File: config.mk
export PLATFORM = sky130hd
export DESIGN_NAME = single_wire_humidity_sensor_decoder_core_flat
export DESIGN_NICKNAME = d
export VERILOG_FILES = /design/src/rtl/swhsd_pkg.sv /design/src/rtl/swhsd_if.sv /design/src/rtl/single_wire_humidity_sensor_decoder_core.sv /design/src/rtl/swhsd_front.sv /design/src/rtl/swhsd_queue.sv /design/src/rtl/swhsd_back.sv /design/src/flat_wrapper.sv
export SDC_FILE = /design/constraint.sdc
export NUM_CORES = 1
export LEC_CHECK = 0
export BUFFER_PORTS_ARGS = -buffer_cell sky130_fd_sc_hd__buf_2
export CORE_ASPECT_RATIO = 1.75
export CORE_MARGIN = 2
export CORE_UTILIZATION = 61
export DETAILED_ROUTE_END_ITERATION = 10
export PLACE_DENSITY = 0.93
export SYNTH_ARGS = -nofsm -noshare
export SYNTH_HDL_FRONTEND = slang
export SYNTH_SLANG_ARGS = --single-unit
File: constraint.sdc
create_clock -name clock -period 8.75 [get_ports clock]
set_input_delay 2.1875 -clock clock [delete_from_list [all_inputs] [get_ports clock]]
set_output_delay 2.1875 -clock clock [all_outputs]
set_load 0.05 [all_outputs]
File: src/rtl/swhsd_pkg.sv
`timescale 1ns / 1ps
// shared types and constants for the single-wire humidity sensor decoder
// no dependencies

package swhsd_pkg;

   localparam int LEAD_EDGES_DEF = 4;
   localparam int FRAME_BITS     = 40;
   localparam int EDGE_CNT_W     = 7;
   localparam int QUEUE_DEPTH    = 2;
   localparam int CSR_ADDR_W     = 4;

   localparam logic [15:0] TIMEOUT_RESET = 16'd5000;

   typedef enum logic [1:0] {
      CMD_START = 2'd0,
      CMD_EDGE  = 2'd1,
      CMD_CHECK = 2'd2
   } cmd_type;

   typedef enum logic [1:0] {
      ST_GOOD    = 2'd0,
      ST_BAD_SUM = 2'd1,
      ST_TIMEOUT = 2'd2
   } status_type;

   localparam logic [1:0] REG_SENSOR_KIND = 2'd0;
   localparam logic [1:0] REG_TIMEOUT     = 2'd1;
   localparam logic [1:0] REG_TEMP_OFF    = 2'd2;
   localparam logic [1:0] REG_HUM_OFF     = 2'd3;

   typedef struct packed {
      logic        sensor_kind;
      logic [15:0] timeout_us;
      logic [10:0] temp_off;
      logic [10:0] hum_off;
   } cfg_type;

   // work handed from front to back
   typedef struct packed {
      logic                  timeout;
      logic [FRAME_BITS-1:0] frame;
   } job_type;

endpackage

File: src/rtl/swhsd_if.sv
`timescale 1ns / 1ps
// valid/ready channel interfaces for request and response transactions
// no dependencies

interface swhsd_req_if;
   logic        valid;
   logic        ready;
   logic [1:0]  cmd;
   logic [31:0] time_us;

   modport source (output valid, output cmd, output time_us, input ready);
   modport sink   (input valid, input cmd, input time_us, output ready);
endinterface

interface swhsd_rsp_if;
   logic               valid;
   logic               ready;
   logic [1:0]         status;
   logic signed [17:0] humidity_tenths;
   logic signed [16:0] temperature_tenths;
   logic [39:0]        raw_frame;

   modport source (output valid, output status, output humidity_tenths,
                   output temperature_tenths, output raw_frame, input ready);
   modport sink   (input valid, input status, input humidity_tenths,
                   input temperature_tenths, input raw_frame, output ready);
endinterface

File: src/rtl/single_wire_humidity_sensor_decoder_core.sv
`timescale 1ns / 1ps
// result path: a result transaction reaches rsp_if after the edge or time check that
// ends the reading is accepted, by way of the job queue write, then the back response register
// throughput: one request transaction per cycle; ready drops only when the two-entry
// job queue is full while the response side stalls
// reset: synchronous, active high; clears edge state, queue and registers to defaults
// depends on swhsd_pkg, swhsd_if, swhsd_front, swhsd_queue, swhsd_back

module single_wire_humidity_sensor_decoder_core #(
   parameter int LEAD_EDGES = swhsd_pkg::LEAD_EDGES_DEF
) (
   input  logic                             clock,
   input  logic                             reset,
   swhsd_req_if.sink                        req_if,
   swhsd_rsp_if.source                      rsp_if,
   input  logic                             csr_psel,
   input  logic                             csr_penable,
   input  logic                             csr_pwrite,
   input  logic [swhsd_pkg::CSR_ADDR_W-1:0] csr_paddr,
   input  logic [31:0]                      csr_pwdata,
   output logic [31:0]                      csr_prdata,
   output logic                             csr_pready
);

   swhsd_pkg::cfg_type cfg_ff, cfg_in;
   swhsd_pkg::job_type push_job, head;
   logic               csr_wr;
   logic [1:0]         csr_idx;
   logic               push, pop, full, not_empty;

   assign csr_pready = 1'b1;
   assign csr_wr     = csr_psel && csr_penable && csr_pwrite && csr_pready;
   assign csr_idx    = csr_paddr[3:2];

   always_comb begin
      cfg_in = cfg_ff;
      if (csr_wr) begin
         case (csr_idx)
            swhsd_pkg::REG_SENSOR_KIND: cfg_in.sensor_kind = csr_pwdata[0];
            swhsd_pkg::REG_TIMEOUT:     cfg_in.timeout_us  = csr_pwdata[15:0];
            swhsd_pkg::REG_TEMP_OFF:    cfg_in.temp_off    = csr_pwdata[10:0];
            swhsd_pkg::REG_HUM_OFF:     cfg_in.hum_off     = csr_pwdata[10:0];
            default: begin
            end
         endcase
      end
   end

   always_comb begin
      case (csr_idx)
         swhsd_pkg::REG_SENSOR_KIND: csr_prdata = {31'd0, cfg_ff.sensor_kind};
         swhsd_pkg::REG_TIMEOUT:     csr_prdata = {16'd0, cfg_ff.timeout_us};
         swhsd_pkg::REG_TEMP_OFF:    csr_prdata = {21'd0, cfg_ff.temp_off};
         swhsd_pkg::REG_HUM_OFF:     csr_prdata = {21'd0, cfg_ff.hum_off};
         default:                    csr_prdata = '0;
      endcase
   end

   always_ff @(posedge clock) begin
      if (reset) begin
         cfg_ff.sensor_kind <= 1'b0;
         cfg_ff.timeout_us  <= swhsd_pkg::TIMEOUT_RESET;
         cfg_ff.temp_off    <= '0;
         cfg_ff.hum_off     <= '0;
      end else begin
         cfg_ff <= cfg_in;
      end
   end

   swhsd_front #(
      .LEAD_EDGES (LEAD_EDGES)
   ) u_front (
      .clock      (clock),
      .reset      (reset),
      .req_if     (req_if),
      .timeout_us (cfg_ff.timeout_us),
      .queue_full (full),
      .push       (push),
      .push_job   (push_job)
   );

   swhsd_queue u_queue (
      .clock     (clock),
      .reset     (reset),
      .push      (push),
      .push_job  (push_job),
      .full      (full),
      .pop       (pop),
      .not_empty (not_empty),
      .head      (head)
   );

   swhsd_back u_back (
      .clock     (clock),
      .reset     (reset),
      .cfg       (cfg_ff),
      .job_valid (not_empty),
      .job       (head),
      .pop       (pop),
      .rsp_if    (rsp_if)
   );

endmodule

File: src/rtl/swhsd_front.sv
`timescale 1ns / 1ps
// front end: accepts request transactions, times edges, assembles the frame
// depends on swhsd_pkg, swhsd_if

module swhsd_front #(
   parameter int LEAD_EDGES = swhsd_pkg::LEAD_EDGES_DEF
) (
   input  logic                 clock,
   input  logic                 reset,
   swhsd_req_if.sink            req_if,
   input  logic [15:0]          timeout_us,
   input  logic                 queue_full,
   output logic                 push,
   output swhsd_pkg::job_type   push_job
);

   localparam int TOTAL_EDGES = LEAD_EDGES + 2 * swhsd_pkg::FRAME_BITS;
   localparam int CW          = swhsd_pkg::EDGE_CNT_W;
   localparam int FB          = swhsd_pkg::FRAME_BITS;

   logic          busy_ff, busy_in;
   logic [CW-1:0] cnt_ff, cnt_in;
   logic [31:0]   last_ff, last_in;
   logic [31:0]   low_ff, low_in;
   logic [FB-1:0] frame_ff, frame_in;

   logic          accept;
   logic [31:0]   gap;
   logic [CW-1:0] cnt_inc;
   logic [CW-1:0] k;

   assign req_if.ready = !queue_full;
   assign accept       = req_if.valid && req_if.ready;
   assign gap          = req_if.time_us - last_ff;
   assign cnt_inc      = cnt_ff + CW'(1);
   assign k            = cnt_ff - CW'(LEAD_EDGES);

   always_comb begin
      busy_in  = busy_ff;
      cnt_in   = cnt_ff;
      last_in  = last_ff;
      low_in   = low_ff;
      frame_in = frame_ff;
      push     = 1'b0;
      push_job = '0;
      if (accept) begin
         case (swhsd_pkg::cmd_type'(req_if.cmd))
            swhsd_pkg::CMD_START: begin
               busy_in  = 1'b1;
               cnt_in   = '0;
               last_in  = req_if.time_us;
               low_in   = '0;
               frame_in = '0;
            end
            swhsd_pkg::CMD_EDGE: begin
               if (busy_ff) begin
                  last_in = req_if.time_us;
                  if (cnt_ff >= CW'(LEAD_EDGES)) begin
                     if (!k[0]) begin
                        low_in = gap;
                     end else begin
                        frame_in = {frame_ff[FB-2:0], gap > low_ff};
                     end
                  end
                  cnt_in = cnt_inc;
                  if (cnt_inc >= CW'(TOTAL_EDGES)) begin
                     busy_in        = 1'b0;
                     push           = 1'b1;
                     push_job.frame = frame_in;
                  end
               end
            end
            swhsd_pkg::CMD_CHECK: begin
               if (busy_ff && (gap > {16'd0, timeout_us})) begin
                  busy_in          = 1'b0;
                  push             = 1'b1;
                  push_job.timeout = 1'b1;
               end
            end
            default: begin
            end
         endcase
      end
   end

   always_ff @(posedge clock) begin
      if (reset) begin
         busy_ff  <= 1'b0;
         cnt_ff   <= '0;
         last_ff  <= '0;
         low_ff   <= '0;
         frame_ff <= '0;
      end else begin
         busy_ff  <= busy_in;
         cnt_ff   <= cnt_in;
         last_ff  <= last_in;
         low_ff   <= low_in;
         frame_ff <= frame_in;
      end
   end

endmodule

File: src/rtl/swhsd_queue.sv
`timescale 1ns / 1ps
// short job queue between front and back end
// depends on swhsd_pkg

module swhsd_queue (
   input  logic               clock,
   input  logic               reset,
   input  logic               push,
   input  swhsd_pkg::job_type push_job,
   output logic               full,
   input  logic               pop,
   output logic               not_empty,
   output swhsd_pkg::job_type head
);

   localparam int D  = swhsd_pkg::QUEUE_DEPTH;
   localparam int PW = (D > 1) ? $clog2(D) : 1;
   localparam int CW = $clog2(D + 1);

   swhsd_pkg::job_type q_ff [D];
   logic [PW-1:0]      wr_ff, wr_in;
   logic [PW-1:0]      rd_ff, rd_in;
   logic [CW-1:0]      cnt_ff, cnt_in;

   assign full      = (cnt_ff == CW'(D));
   assign not_empty = (cnt_ff != '0);
   assign head      = q_ff[rd_ff];

   always_comb begin
      wr_in  = wr_ff;
      rd_in  = rd_ff;
      cnt_in = cnt_ff;
      if (push) begin
         wr_in = (wr_ff == PW'(D - 1)) ? '0 : wr_ff + PW'(1);
      end
      if (pop) begin
         rd_in = (rd_ff == PW'(D - 1)) ? '0 : rd_ff + PW'(1);
      end
      if (push && !pop) begin
         cnt_in = cnt_ff + CW'(1);
      end else if (pop && !push) begin
         cnt_in = cnt_ff - CW'(1);
      end
   end

   always_ff @(posedge clock) begin
      if (push) begin
         q_ff[wr_ff] <= push_job;
      end
   end

   always_ff @(posedge clock) begin
      if (reset) begin
         wr_ff  <= '0;
         rd_ff  <= '0;
         cnt_ff <= '0;
      end else begin
         wr_ff  <= wr_in;
         rd_ff  <= rd_in;
         cnt_ff <= cnt_in;
      end
   end

endmodule

File: src/rtl/swhsd_back.sv
`timescale 1ns / 1ps
// back end: checksum, format decode, calibration and response register
// depends on swhsd_pkg, swhsd_if

module swhsd_back (
   input  logic               clock,
   input  logic               reset,
   input  swhsd_pkg::cfg_type cfg,
   input  logic               job_valid,
   input  swhsd_pkg::job_type job,
   output logic               pop,
   swhsd_rsp_if.source        rsp_if
);

   logic [7:0]         b0, b1, b2, b3, b4;
   logic [7:0]         sum8;
   logic [11:0]        b0x10, b2x10;
   logic signed [17:0] hum_base, hum_off;
   logic signed [16:0] tmp_base, tmp_off;
   logic signed [16:0] mag;

   logic               valid_ff, valid_in;
   logic [1:0]         status_ff, status_in;
   logic signed [17:0] hum_ff, hum_in;
   logic signed [16:0] tmp_ff, tmp_in;
   logic [39:0]        raw_ff, raw_in;

   assign pop = job_valid && (!valid_ff || rsp_if.ready);

   assign b0 = job.frame[39:32];
   assign b1 = job.frame[31:24];
   assign b2 = job.frame[23:16];
   assign b3 = job.frame[15:8];
   assign b4 = job.frame[7:0];

   assign sum8    = b0 + b1 + b2 + b3;
   assign b0x10   = {1'b0, b0, 3'b000} + {3'b000, b0, 1'b0};
   assign b2x10   = {1'b0, b2, 3'b000} + {3'b000, b2, 1'b0};
   assign mag     = {2'b00, b2[6:0], b3};
   assign hum_off = {{7{cfg.hum_off[10]}}, cfg.hum_off};
   assign tmp_off = {{6{cfg.temp_off[10]}}, cfg.temp_off};

   always_comb begin
      if (cfg.sensor_kind) begin
         hum_base = {2'b00, b0, b1};
         tmp_base = b2[7] ? -mag : mag;
      end else begin
         hum_base = 18'(b0x10) + 18'(b1);
         if (b3[7]) begin
            tmp_base = -(17'sd10 + 17'(b2x10)) + 17'(b3[3:0]);
         end else begin
            tmp_base = 17'(b2x10) + 17'(b3[3:0]);
         end
      end
   end

   always_comb begin
      valid_in  = valid_ff;
      status_in = status_ff;
      hum_in    = hum_ff;
      tmp_in    = tmp_ff;
      raw_in    = raw_ff;
      if (pop) begin
         valid_in = 1'b1;
         if (job.timeout) begin
            status_in = swhsd_pkg::ST_TIMEOUT;
            hum_in    = '0;
            tmp_in    = '0;
            raw_in    = '0;
         end else if (b4 != sum8) begin
            status_in = swhsd_pkg::ST_BAD_SUM;
            hum_in    = '0;
            tmp_in    = '0;
            raw_in    = job.frame;
         end else begin
            status_in = swhsd_pkg::ST_GOOD;
            hum_in    = hum_base + hum_off;
            tmp_in    = tmp_base + tmp_off;
            raw_in    = job.frame;
         end
      end else if (rsp_if.ready) begin
         valid_in = 1'b0;
      end
   end

   always_ff @(posedge clock) begin
      if (reset) begin
         valid_ff <= 1'b0;
      end else begin
         valid_ff <= valid_in;
      end
      status_ff <= status_in;
      hum_ff    <= hum_in;
      tmp_ff    <= tmp_in;
      raw_ff    <= raw_in;
   end

   assign rsp_if.valid              = valid_ff;
   assign rsp_if.status             = status_ff;
   assign rsp_if.humidity_tenths    = hum_ff;
   assign rsp_if.temperature_tenths = tmp_ff;
   assign rsp_if.raw_frame          = raw_ff;

endmodule

File: src/flat_wrapper.sv
// flat-port wrapper written by rule: the top's interface ports become plain ports
module single_wire_humidity_sensor_decoder_core_flat 
#(
   parameter int LEAD_EDGES = swhsd_pkg::LEAD_EDGES_DEF
)
  (clock, reset, csr_psel, csr_penable, csr_pwrite, csr_paddr, csr_pwdata, csr_prdata, csr_pready, req_if_valid, req_if_cmd, req_if_time_us, req_if_ready, rsp_if_valid, rsp_if_status, rsp_if_humidity_tenths, rsp_if_temperature_tenths, rsp_if_raw_frame, rsp_if_ready);
  swhsd_req_if req_if_i ();
  swhsd_rsp_if rsp_if_i ();
  input  logic clock;
  input  logic reset;
  input  logic csr_psel;
  input  logic csr_penable;
  input  logic csr_pwrite;
  input  logic [swhsd_pkg::CSR_ADDR_W-1:0] csr_paddr;
  input  logic [31:0] csr_pwdata;
  output logic [31:0] csr_prdata;
  output logic csr_pready;
  input wire logic [$bits(req_if_i.valid)-1:0] req_if_valid;
  input wire logic [$bits(req_if_i.cmd)-1:0] req_if_cmd;
  input wire logic [$bits(req_if_i.time_us)-1:0] req_if_time_us;
  output wire logic [$bits(req_if_i.ready)-1:0] req_if_ready;
  output wire logic [$bits(rsp_if_i.valid)-1:0] rsp_if_valid;
  output wire logic [$bits(rsp_if_i.status)-1:0] rsp_if_status;
  output wire logic [$bits(rsp_if_i.humidity_tenths)-1:0] rsp_if_humidity_tenths;
  output wire logic [$bits(rsp_if_i.temperature_tenths)-1:0] rsp_if_temperature_tenths;
  output wire logic [$bits(rsp_if_i.raw_frame)-1:0] rsp_if_raw_frame;
  input wire logic [$bits(rsp_if_i.ready)-1:0] rsp_if_ready;
  assign req_if_i.valid = req_if_valid;
  assign req_if_i.cmd = req_if_cmd;
  assign req_if_i.time_us = req_if_time_us;
  assign req_if_ready = req_if_i.ready;
  assign rsp_if_valid = rsp_if_i.valid;
  assign rsp_if_status = rsp_if_i.status;
  assign rsp_if_humidity_tenths = rsp_if_i.humidity_tenths;
  assign rsp_if_temperature_tenths = rsp_if_i.temperature_tenths;
  assign rsp_if_raw_frame = rsp_if_i.raw_frame;
  assign rsp_if_i.ready = rsp_if_ready;
  single_wire_humidity_sensor_decoder_core #(.LEAD_EDGES(LEAD_EDGES)) u_core (.clock(clock), .reset(reset), .req_if(req_if_i), .rsp_if(rsp_if_i), .csr_psel(csr_psel), .csr_penable(csr_penable), .csr_pwrite(csr_pwrite), .csr_paddr(csr_paddr), .csr_pwdata(csr_pwdata), .csr_prdata(csr_prdata), .csr_pready(csr_pready));
endmodule
[Yosys cells after proc, flatten, opt, wreduce, memory -nomap -nowiden]
Memories as Yosys holds them, arrays and structs flattened. A register that Yosys moved wholly into a read port is not among the register bits.
Cells that the tools add are included.
Storage, ports and cells
  register bits after elaboration: 233
  bits in latches: 0
  bits in writable memories: 82
  ROM bits: 0
  bits of input ports: 77
  word-level logic and storage cells: 122
  memories kept: 1
Cells by class
  add/sub/neg operators: 20
  multiply operators: 0
  divide/modulo/power cells: 0
  magnitude comparators: 4
  equality and inequality tests: 11
  shift operators: 0
  muxes and demuxes: 42
  bitwise logic cells: 0
  reduce and logical (&&, ||, !) cells: 27
Memories
  u_core.u_queue.q_ff: words 2, width 41, read ports 1, clocked after memory_dff 1, write ports 1, RTL line swhsd_queue.sv:20  | swhsd_pkg::job_type q_ff [D];
Operators with widths (count)
  40-bit 2-to-1 mux: 6
  32-bit 2-to-1 mux: 4
  32-bit case mux with 2 select lines: 2
  32-bit case mux with 4 select lines: 1
  40-bit case mux with 2 select lines: 1
  17-bit 2-to-1 mux: 3
  41-bit 2-to-1 mux: 1
  32-bit by 16-bit greater-than comparator with 1-bit output: 1
  32-bit greater-than comparator: 1
  32-bit subtractor: 1
  11-bit by 9-bit adder with 12-bit output: 2
  8-bit adder: 3
  17-bit by 11-bit adder with 18-bit output: 1
  17-bit by 11-bit adder with 17-bit output: 1
  17-bit by 4-bit adder with 17-bit output: 1
  1-bit 2-to-1 mux: 17
  13-bit negator with 17-bit output: 1
  15-bit negator with 17-bit output: 1
  16-bit 2-to-1 mux: 1
  7-bit case mux with 2 select lines: 1
  12-bit by 4-bit adder with 13-bit output: 1
  12-bit by 8-bit adder with 13-bit output: 1
  4-bit by 12-bit adder with 13-bit output (first input constant): 1
  2-bit == test (second input constant): 4
  other kinds (24): 47

[Depth between registers and ports, before layout]
Gate-level depths: netlist (run 1).
  depth after elaboration: 10
  gate-level depth with buffers: 30

[By module]
A second synthesis (run 1) with hierarchy kept.
Second synthesis, totals
  cells, all modules: 2168
  area, all modules: 20168.1 µm²
By module, submodules not included
  swhsd_front: instances 1, cells each 1093, area each 7901.3 µm², sequential area each 2242.2 µm²
  swhsd_back: instances 1, cells each 722, area each 7029.2 µm², sequential area each 2332.2 µm²
  swhsd_queue: instances 1, cells each 150, area each 3169.3 µm², sequential area each 2562.5 µm²
  single_wire_humidity_sensor_decoder_core: instances 1, cells each 203, area each 2068.2 µm², sequential area each 780.7 µm²

[Least setup slack after synthesis (run 1)]
No wires, ideal clock.
  path kind: input-to-reg
  from: input req_if_time_us[0]
  to: memory u_core.u_queue.q_ff[0][0] (netlist name), enable pin
  setup time: 0.444 ns
  arrival time: 6.685 ns
  path slack: 1.621 ns
  stages on the path: 14
  path through: inv_1 ha_1 fa_1 nand2b_1 a21oi_1 o31a_1 o21ai_1 a211oi_1 nor3_1 o41ai_1 xor2_1 or2_1 o31a_1 nor2b_1
Between the ends
  word-level cells in the longest chain between the ends: 8
Ends and longest elaborated chain
  from (decl): RTL line flat_wrapper.sv:20  | input wire logic [$bits(req_if_i.time_us)-1:0] req_if_time_us;
  32-bit subtractor: RTL line swhsd_front.sv:34  | assign gap = req_if.time_us - last_ff;
  32-bit by 16-bit greater-than comparator with 1-bit output: RTL line swhsd_front.sv:74  | if (busy_ff && (gap > {16'd0, timeout_us})) begin
  1-bit logical AND: RTL line swhsd_front.sv:74
  1-bit 2-to-1 mux: RTL line swhsd_front.sv:74
  1-bit case mux with 2 select lines: RTL line swhsd_front.sv:47  | case (swhsd_pkg::cmd_type'(req_if.cmd))
  1-bit 2-to-1 mux: RTL line swhsd_front.sv:46  | if (accept) begin
  via u_core.push: RTL line single_wire_humidity_sensor_decoder_core.sv:29  | logic push, pop, full, not_empty;
  1-bit 2-to-1 mux: RTL line swhsd_queue.sv:47  | if (push) begin
  1-bit 2-to-1 mux (not written as such): RTL line swhsd_queue.sv:48  | q_ff[wr_ff] <= push_job;
  to (decl): RTL line swhsd_queue.sv:20
The timed path passes the listed nets, and every way through them passes these cells.

==> reports/results.ini, run 1 <==
[outcome]
status = completed

[clock_tree]
cts-root-buf = clkbuf_16
cts_buffer_depth = 3
cts_tree = yes
cts_sinks = 316
clk_latency_ns = 0.58
clk_pin_slew_ns = 0.07
postCtsHoldBufs = 0
cts_resized = 0
cts_buffers = 28
ctsHtreeMaxLevel = 1
cts_setup_buffers = 0

[global_route]
overflow = 0
grt_pass1_wl_um = 79060
antenna_found_initial = 4
grt_pass1_vias = 15830
grt_max_degree = 99
track_usage_pct = 29.36

[job]
drv_cap = 0

[sta]
hold_slack_ns = 0.4513
setup_ws_ns = 1.543
rsz0062_at_grt = no
hold_viol = 0
final-setup-viol-count = 0
tightestPinTransition_ns = 1.297
slew_headroom_pct = 13.22
fmax_ghz = 0.1388
fin_crit_sh_pct = 82.37
setup_tns_ns = 0
finalCriticalPeriod_ns = 7.207
skew_ns = 0.02693
slew_viol_final = 0

[floorplanning]
dieHeight_um = 240.8
io_pins = 189
dieArea_um2 = 33530
fp.dieW_um = 139.3
num_rows = 86
core_um2 = 31530
start_util_pct = 61.97

[pwr]
seqPwrFrac_pct = 38.9
p_comb_share_pct = 32.1
p_int_w = 0.002943
ir_drop_v = 0.0002273
power_leakage_nw = 8.816
p_per_area_nw_per_um2 = 216.3
switching_power_w = 0.001722
power_switching_share_pct = 36.91
p_clk_share_pct = 29.0

[placed_design]
numPortBuffers = 153
post-dp-hpwl_um = 37940
post-place-ws_ns = 1.624
routabilityCongestion = 1.009
dp.cells = 2613

[yosys]
avgSynthCellArea_um2 = 9.135
yosys_warnings = 0
synthCells = 2139
synth_top_area_cell = edfxtp_1
synth_ff_type = edfxtp_1
synthMostInstantiatedCell = nor2_1
synth_seq_cells = 316
synth_area_leaders = edfxtp_1 24%, dfxtp_1 16%, ha_1 11%
synth_top_area_share_pct = 24.44
synth_edf_count = 159
synth_seq_area_share_pct = 40.52
netlist_area_um2 = 19540
synth_common_cells = 250 x nor2_1, 243 x nand2_1, 193 x a21oi_1, 168 x inv_1, 165 x ha_1
async_flop_share_pct = 0
synth_cell_type_count = 72

[drt]
drt_pass1_iterations = 6
vias = 16020
route.antenna.remaining_nets = 0
vias_per_cell = 6.001
post_drt_wl_per_cell_um = 18.90
drc = 0
wirelength_um = 50430
initialDrtViolationCount = 963

[final_layout]
num-nets-final = 2515
syn2layout_area_growth_pct = 10.37
fin_util_pct = 68.40
drive_gt1_share_pct = 11.28
fillers = 2330
fin_cells = 2669
multiInputGateArea_um2 = 10600
seq_area_um2 = 7919

[setup_path]
critical_path_required_ns = 9.07
setup.worst_path.start_class = flop
crit_type = flop to flop
crit_arrival_ns = 7.52
crit_path_max_fanout = 24
crit_path_end_kind = flop

[worst_hold_path]
hp-class = flop to flop

==> metal layers <==
| layer | share of wire (%) | global-route usage [%] | vias up |
|---|---|---|---|
| met5 | 0 | 0 | - |
| met4 | 9.5 | 24.95 | 0 |
| met3 | 4.5 | 2.837 | 209 |
| met2 | 51 | 54.20 | 615 |
| met1 | 35 | 29.48 | 7549 |
| li1 | - | - | 7644 |
==> layout by cell type, fill, tap and decap left out, drive strengths merged, types with 17 or more instances in the layout <==
cell,netlist,layout
or3,17,17
conb,2,17
ha,165,165
buf,24,170
fa,26,26
nor3,27,27
nand4,20,20
nor2,250,250
dfxtp,157,157
nand2,243,243
o21bai,19,19
nor2b,24,24
edfxtp,159,159
xor2,33,33
a21o,30,30
nand3,28,28
a21oi,193,193
clkbuf,83,37
o21ai,59,59
a22oi,65,65
xnor2,87,87
mux2,18,18
mux2i,62,62
inv,168,170
==> metrics by stage <==
stage | area, µm² | power (W)
global placement | 20540 | 0.003279
detailed placement | 20540 | 0.003328
floorplan | 19600 | 0.002982
finish | 21560 | 0.004665
global route | 21560 | 0.004849
CTS | 21550 | 0.004680
==> power by group through the flow <==
stage          combinational [W]  clock [W]  sequential [W]
6_report                 0.00150    0.00136         0.00181
5_1_grt                  0.00160    0.00142         0.00183
4_1_cts                  0.00149    0.00137         0.00182
3_5_place_dp             0.00148          0         0.00185
3_3_place_gp             0.00144          0         0.00184
2_1_floorplan           0.000731          0         0.00225
==> logic make-up (layout without fill, tap and decap cells) <==
group                    after synthesis  after routing  share of synthesized area (%)
AND/OR/NAND/NOR                      675            675                          15.16
AO/OA/AOI/OAI                        477            477                          15.50
flip-flops                           316            316                          40.52
buffers and inverters                275            390                          5.654
adder cells (fa/ha/maj)              192            192                          13.28
XOR/XNOR                             121            121                          5.494
multiplexers                          81             81                          4.348
other                                  2             21                        0.03844
==> area by class of cell <==
cell class / count / area share [%]
multi-input combinational: 1563 / 49.14
sequential: 316 / 36.72
timing repair buffer: 170 / 4.154
clock buffer: 37 / 3.795
inverter: 168 / 2.924
tap: 396 / 2.298
clock inverter: 15 / 0.9167
antenna: 4 / 0.04642
==> worst paths after layout <==
check                                start                                          end  slack (ns)  cells past startpoint
hold reg to reg   u_core.u_front.low_ff[3]                     u_core.u_front.low_ff[3]        0.45                      2
setup / recovery                      flop  u_core.u_back.rsp_if.temperature_tenths[16]        1.54                     27
setup reg to reg                      flop  u_core.u_back.rsp_if.temperature_tenths[16]        1.54                     27
hold / removal    u_core.u_front.low_ff[3]                     u_core.u_front.low_ff[3]        0.45                      2
==> flip-flops by register name, summed over array words and instances (netlist names), 7 cells and up, named ones only <==
name and flops:
u_core.cfg_ff 39, u_core.u_back.rsp_if.humidity_tenths 18, u_core.u_back.rsp_if.raw_frame 40, u_core.u_back.rsp_if.temperature_tenths 17, u_core.u_front.cnt_ff 7, u_core.u_front.frame_ff 40
u_core.u_front.last_ff 32, u_core.u_front.low_ff 32, u_core.u_queue.q_ff 82
==> worst max-delay path, cell delays in order, from the launching register on <==
cell and delay [ns]:
dfxtp_2 0.80, mux2i_1 0.63, inv_1 0.29, ha_1 0.30, fa_1 0.42, a21oi_1 0.15, nor2_1 0.07, nor2_1 0.15
o21bai_1 0.09, a21oi_1 0.33, xnor2_1 0.23, inv_1 0.15, ha_1 0.37, inv_1 0.08, a22o_1 0.24, a211oi_1 0.30
xnor2_1 0.12, nor2_1 0.09, a21oi_1 0.04, o21ai_0 0.30, ha_1 0.33, or2_2 0.32, a21oi_1 0.16, a31oi_1 0.09
a221oi_1 0.41, o21ai_0 0.22, xnor2_1 0.18, nor2_1 0.06
Note: power is estimated with default switching activity, not from simulation.
==> inputs of run 2 (changes only) <==
- CORE_UTILIZATION: 61 -> 55
- PLACE_DENSITY: 0.93 -> 0.89
- clock period: 8.75 -> 6.15 ns (I/O delays scaled with it)
==> reports/results.ini, run 2 (same netlist as run 1, synthesis figures left out) <==
[sta]
hold_viol = 0
fmax_ghz = 0.1704
slew_viol_final = 0
slew_headroom_pct = 18.25
fin_crit_sh_pct = 95.42
tightestPinTransition_ns = 1.222
final-setup-viol-count = 0
skew_ns = 0.02762
setup_tns_ns = 0
rsz0062_at_grt = no
finalCriticalPeriod_ns = 5.868

[setup_path]
cpMostUsedCell = inv_1
crit_arrival_ns = 6.18
r2r_end = u_core.u_back.rsp_if.humidity_tenths[16]
critical_path_required_ns = 6.47
crit_path_end_kind = flop
crit_slowest_cell = fa_1
reg2reg_depth = 22
cp_cell_sequence = buf_4, mux2i_2, inv_1, fa_1, inv_1, fa_1, inv_1, a21oi_1, o21ai_0, nor2_1, o31ai_1, buf_4, ha_1, inv_1, o21bai_1, a211o_1, a2111oi_0, buf_4, nor4b_1, o31ai_1, nand3b_1, nor3b_1
setup.worst_path.start_class = flop
r2r_slack_ns = 0.28
crit_path_max_fanout = 14
crit_type = flop to flop
max_stage_delay_ns = 0.59

[global_route]
overflow = 0
grt_pass1_vias = 16020
grt_pass1_wl_um = 79450
track_usage_pct = 26.63
grt_max_degree = 103
antenna_found_initial = 2

[worst_hold_path]
whs_endpoint = u_core.u_front.last_ff[10]
hp-class = flop to flop
hold_depth = 2
worstHoldStart = u_core.u_front.last_ff[10]

[job]
drv_cap = 0

[clock_tree]
cts_setup_buffers = 0
cts_buffers = 28
cts-root-buf = clkbuf_16
cts_buffer_depth = 3
cts_tree = yes
clk_pin_slew_ns = 0.07
clk_latency_ns = 0.57
cts_sinks = 316
ctsHtreeMaxLevel = 1

[floorplanning]
fp.dieW_um = 146.5
dieHeight_um = 253.3
num_rows = 91
io_pins = 189
start_util_pct = 55.54
core_um2 = 35180
dieArea_um2 = 37110

[pwr]
power_leakage_nw = 9.059
ir_drop_v = 0.0002846
p_per_area_nw_per_um2 = 295.2

[final_layout]
syn2layout_area_growth_pct = 12.70
regMostFlops = u_core.u_queue.q_ff
fillers = 2818
final_area_um2 = 22020
num-nets-final = 2577
layout_common_cells = 247 x nor2_1, 243 x nand2_1, 193 x a21oi_1
final_common_cell = nor2_1
largest_reg_flops = 82
drive_gt1_share_pct = 13.64

[drt]
vias_per_cell = 5.760
initialDrtViolationCount = 1014
post_drt_wl_per_cell_um = 17.95
route.antenna.remaining_nets = 0
vias = 16110
drt_pass1_iterations = 6
wirelength_um = 50210
drc = 0

[outcome]
status = completed

[placed_design]
numPortBuffers = 153
dpl_cell_area_um2 = 21100
routabilityCongestion = 0.9774
post-dp-hpwl_um = 38790

## run 2: changes by cell type in the layout (fill, tap and decap cells not counted), sizes merged
| cell | before | now |
|---|---|---|
| clkbuf | 37 | 30 |
| clkinvlp | 3 | 6 |
| buf | 170 | 232 |
| clkinv | 6 | 11 |
| diode | 4 | 1 |
| bufinv | 4 | 1 |
| inv | 170 | 172 |
## run 2: where the power goes
group	total (W)	switching [W]	leakage [nW]	internal [W]
logic	0.00220	0.00156	5.71	0.000642
registers	0.00256	0.0000854	2.93	0.00248
clock network	0.00173	0.000815	0.427	0.000918
total	0.00650	0.00246	9.06	0.00404
## run 2: per-stage QoR
step,cells,total power [W],hold WS (ns),setup WS (ns),utilization [%]
2_1_floorplan,2154,0.004243,0.4319,0.02291,-
3_3_place_gp,2744,0.004731,0.4395,0.1471,59.98
3_5_place_dp,2744,0.004789,0.4466,0.03141,59.98
4_1_cts,2796,0.006514,0.4552,0.08105,62.55
5_1_grt,2797,0.006769,0.4686,0.003964,62.59
6_report,2797,0.006500,0.4542,0.2817,62.59
## run 2: worst max-delay path by stage
stage / start / slack (ns) / cells past startpoint / to
2_1_floorplan: flop / 0.02 / 30 / u_core.u_back.rsp_if.temperature_tenths[16]
3_3_place_gp: req_if_time_us[0] / 0.15 / 22 / u_core.u_queue.cnt_ff[1]
3_5_place_dp: req_if_time_us[0] / 0.03 / 22 / u_core.u_queue.cnt_ff[1]
4_1_cts: flop / 0.08 / 25 / u_core.u_back.rsp_if.humidity_tenths[15]
5_1_grt: flop / 0.004 / 22 / u_core.u_back.rsp_if.humidity_tenths[16]
6_report: flop / 0.28 / 22 / u_core.u_back.rsp_if.humidity_tenths[16]
## run 2: area by class of cell
type	instances	area (µm²)	area share [%]
antenna	1	2.502	0.01136
clock inverter	22	176.4	0.8012
tap	465	581.8	2.642
multi-input combinational	1563	10600	48.15
inverter	168	631.9	2.869
clock buffer	30	729.5	3.313
sequential	316	7921	35.97
timing repair buffer	232	1374	6.239
## run 2: metal layers
layer / global-route usage, % / part of all wire (%) / vias up
met2: 51.58 / 53 / 535
met1: 25.92 / 34 / 7609
li1: - / - / 7782
met5: 0 / 0.026 / -
met4: 19.11 / 8.1 / 2
met3: 2.793 / 4.1 / 182
## run 2: timing repair
| item | CTS | global route |
|---|---|---|
| endpoints found under the setup margin | 0 | 7 |
| resized for setup | 0 | 4 |
| hold buffers | 0 | 0 |
## run 2: critical path, delay by kind of cell (launching register included)
family          cells  cell delay, ns
compound gates      7            1.92
fa+ha+maj           3            1.29
buf+inv             7            1.11
flops               1            0.51
mux                 1            0.39
simple gates        4            0.38
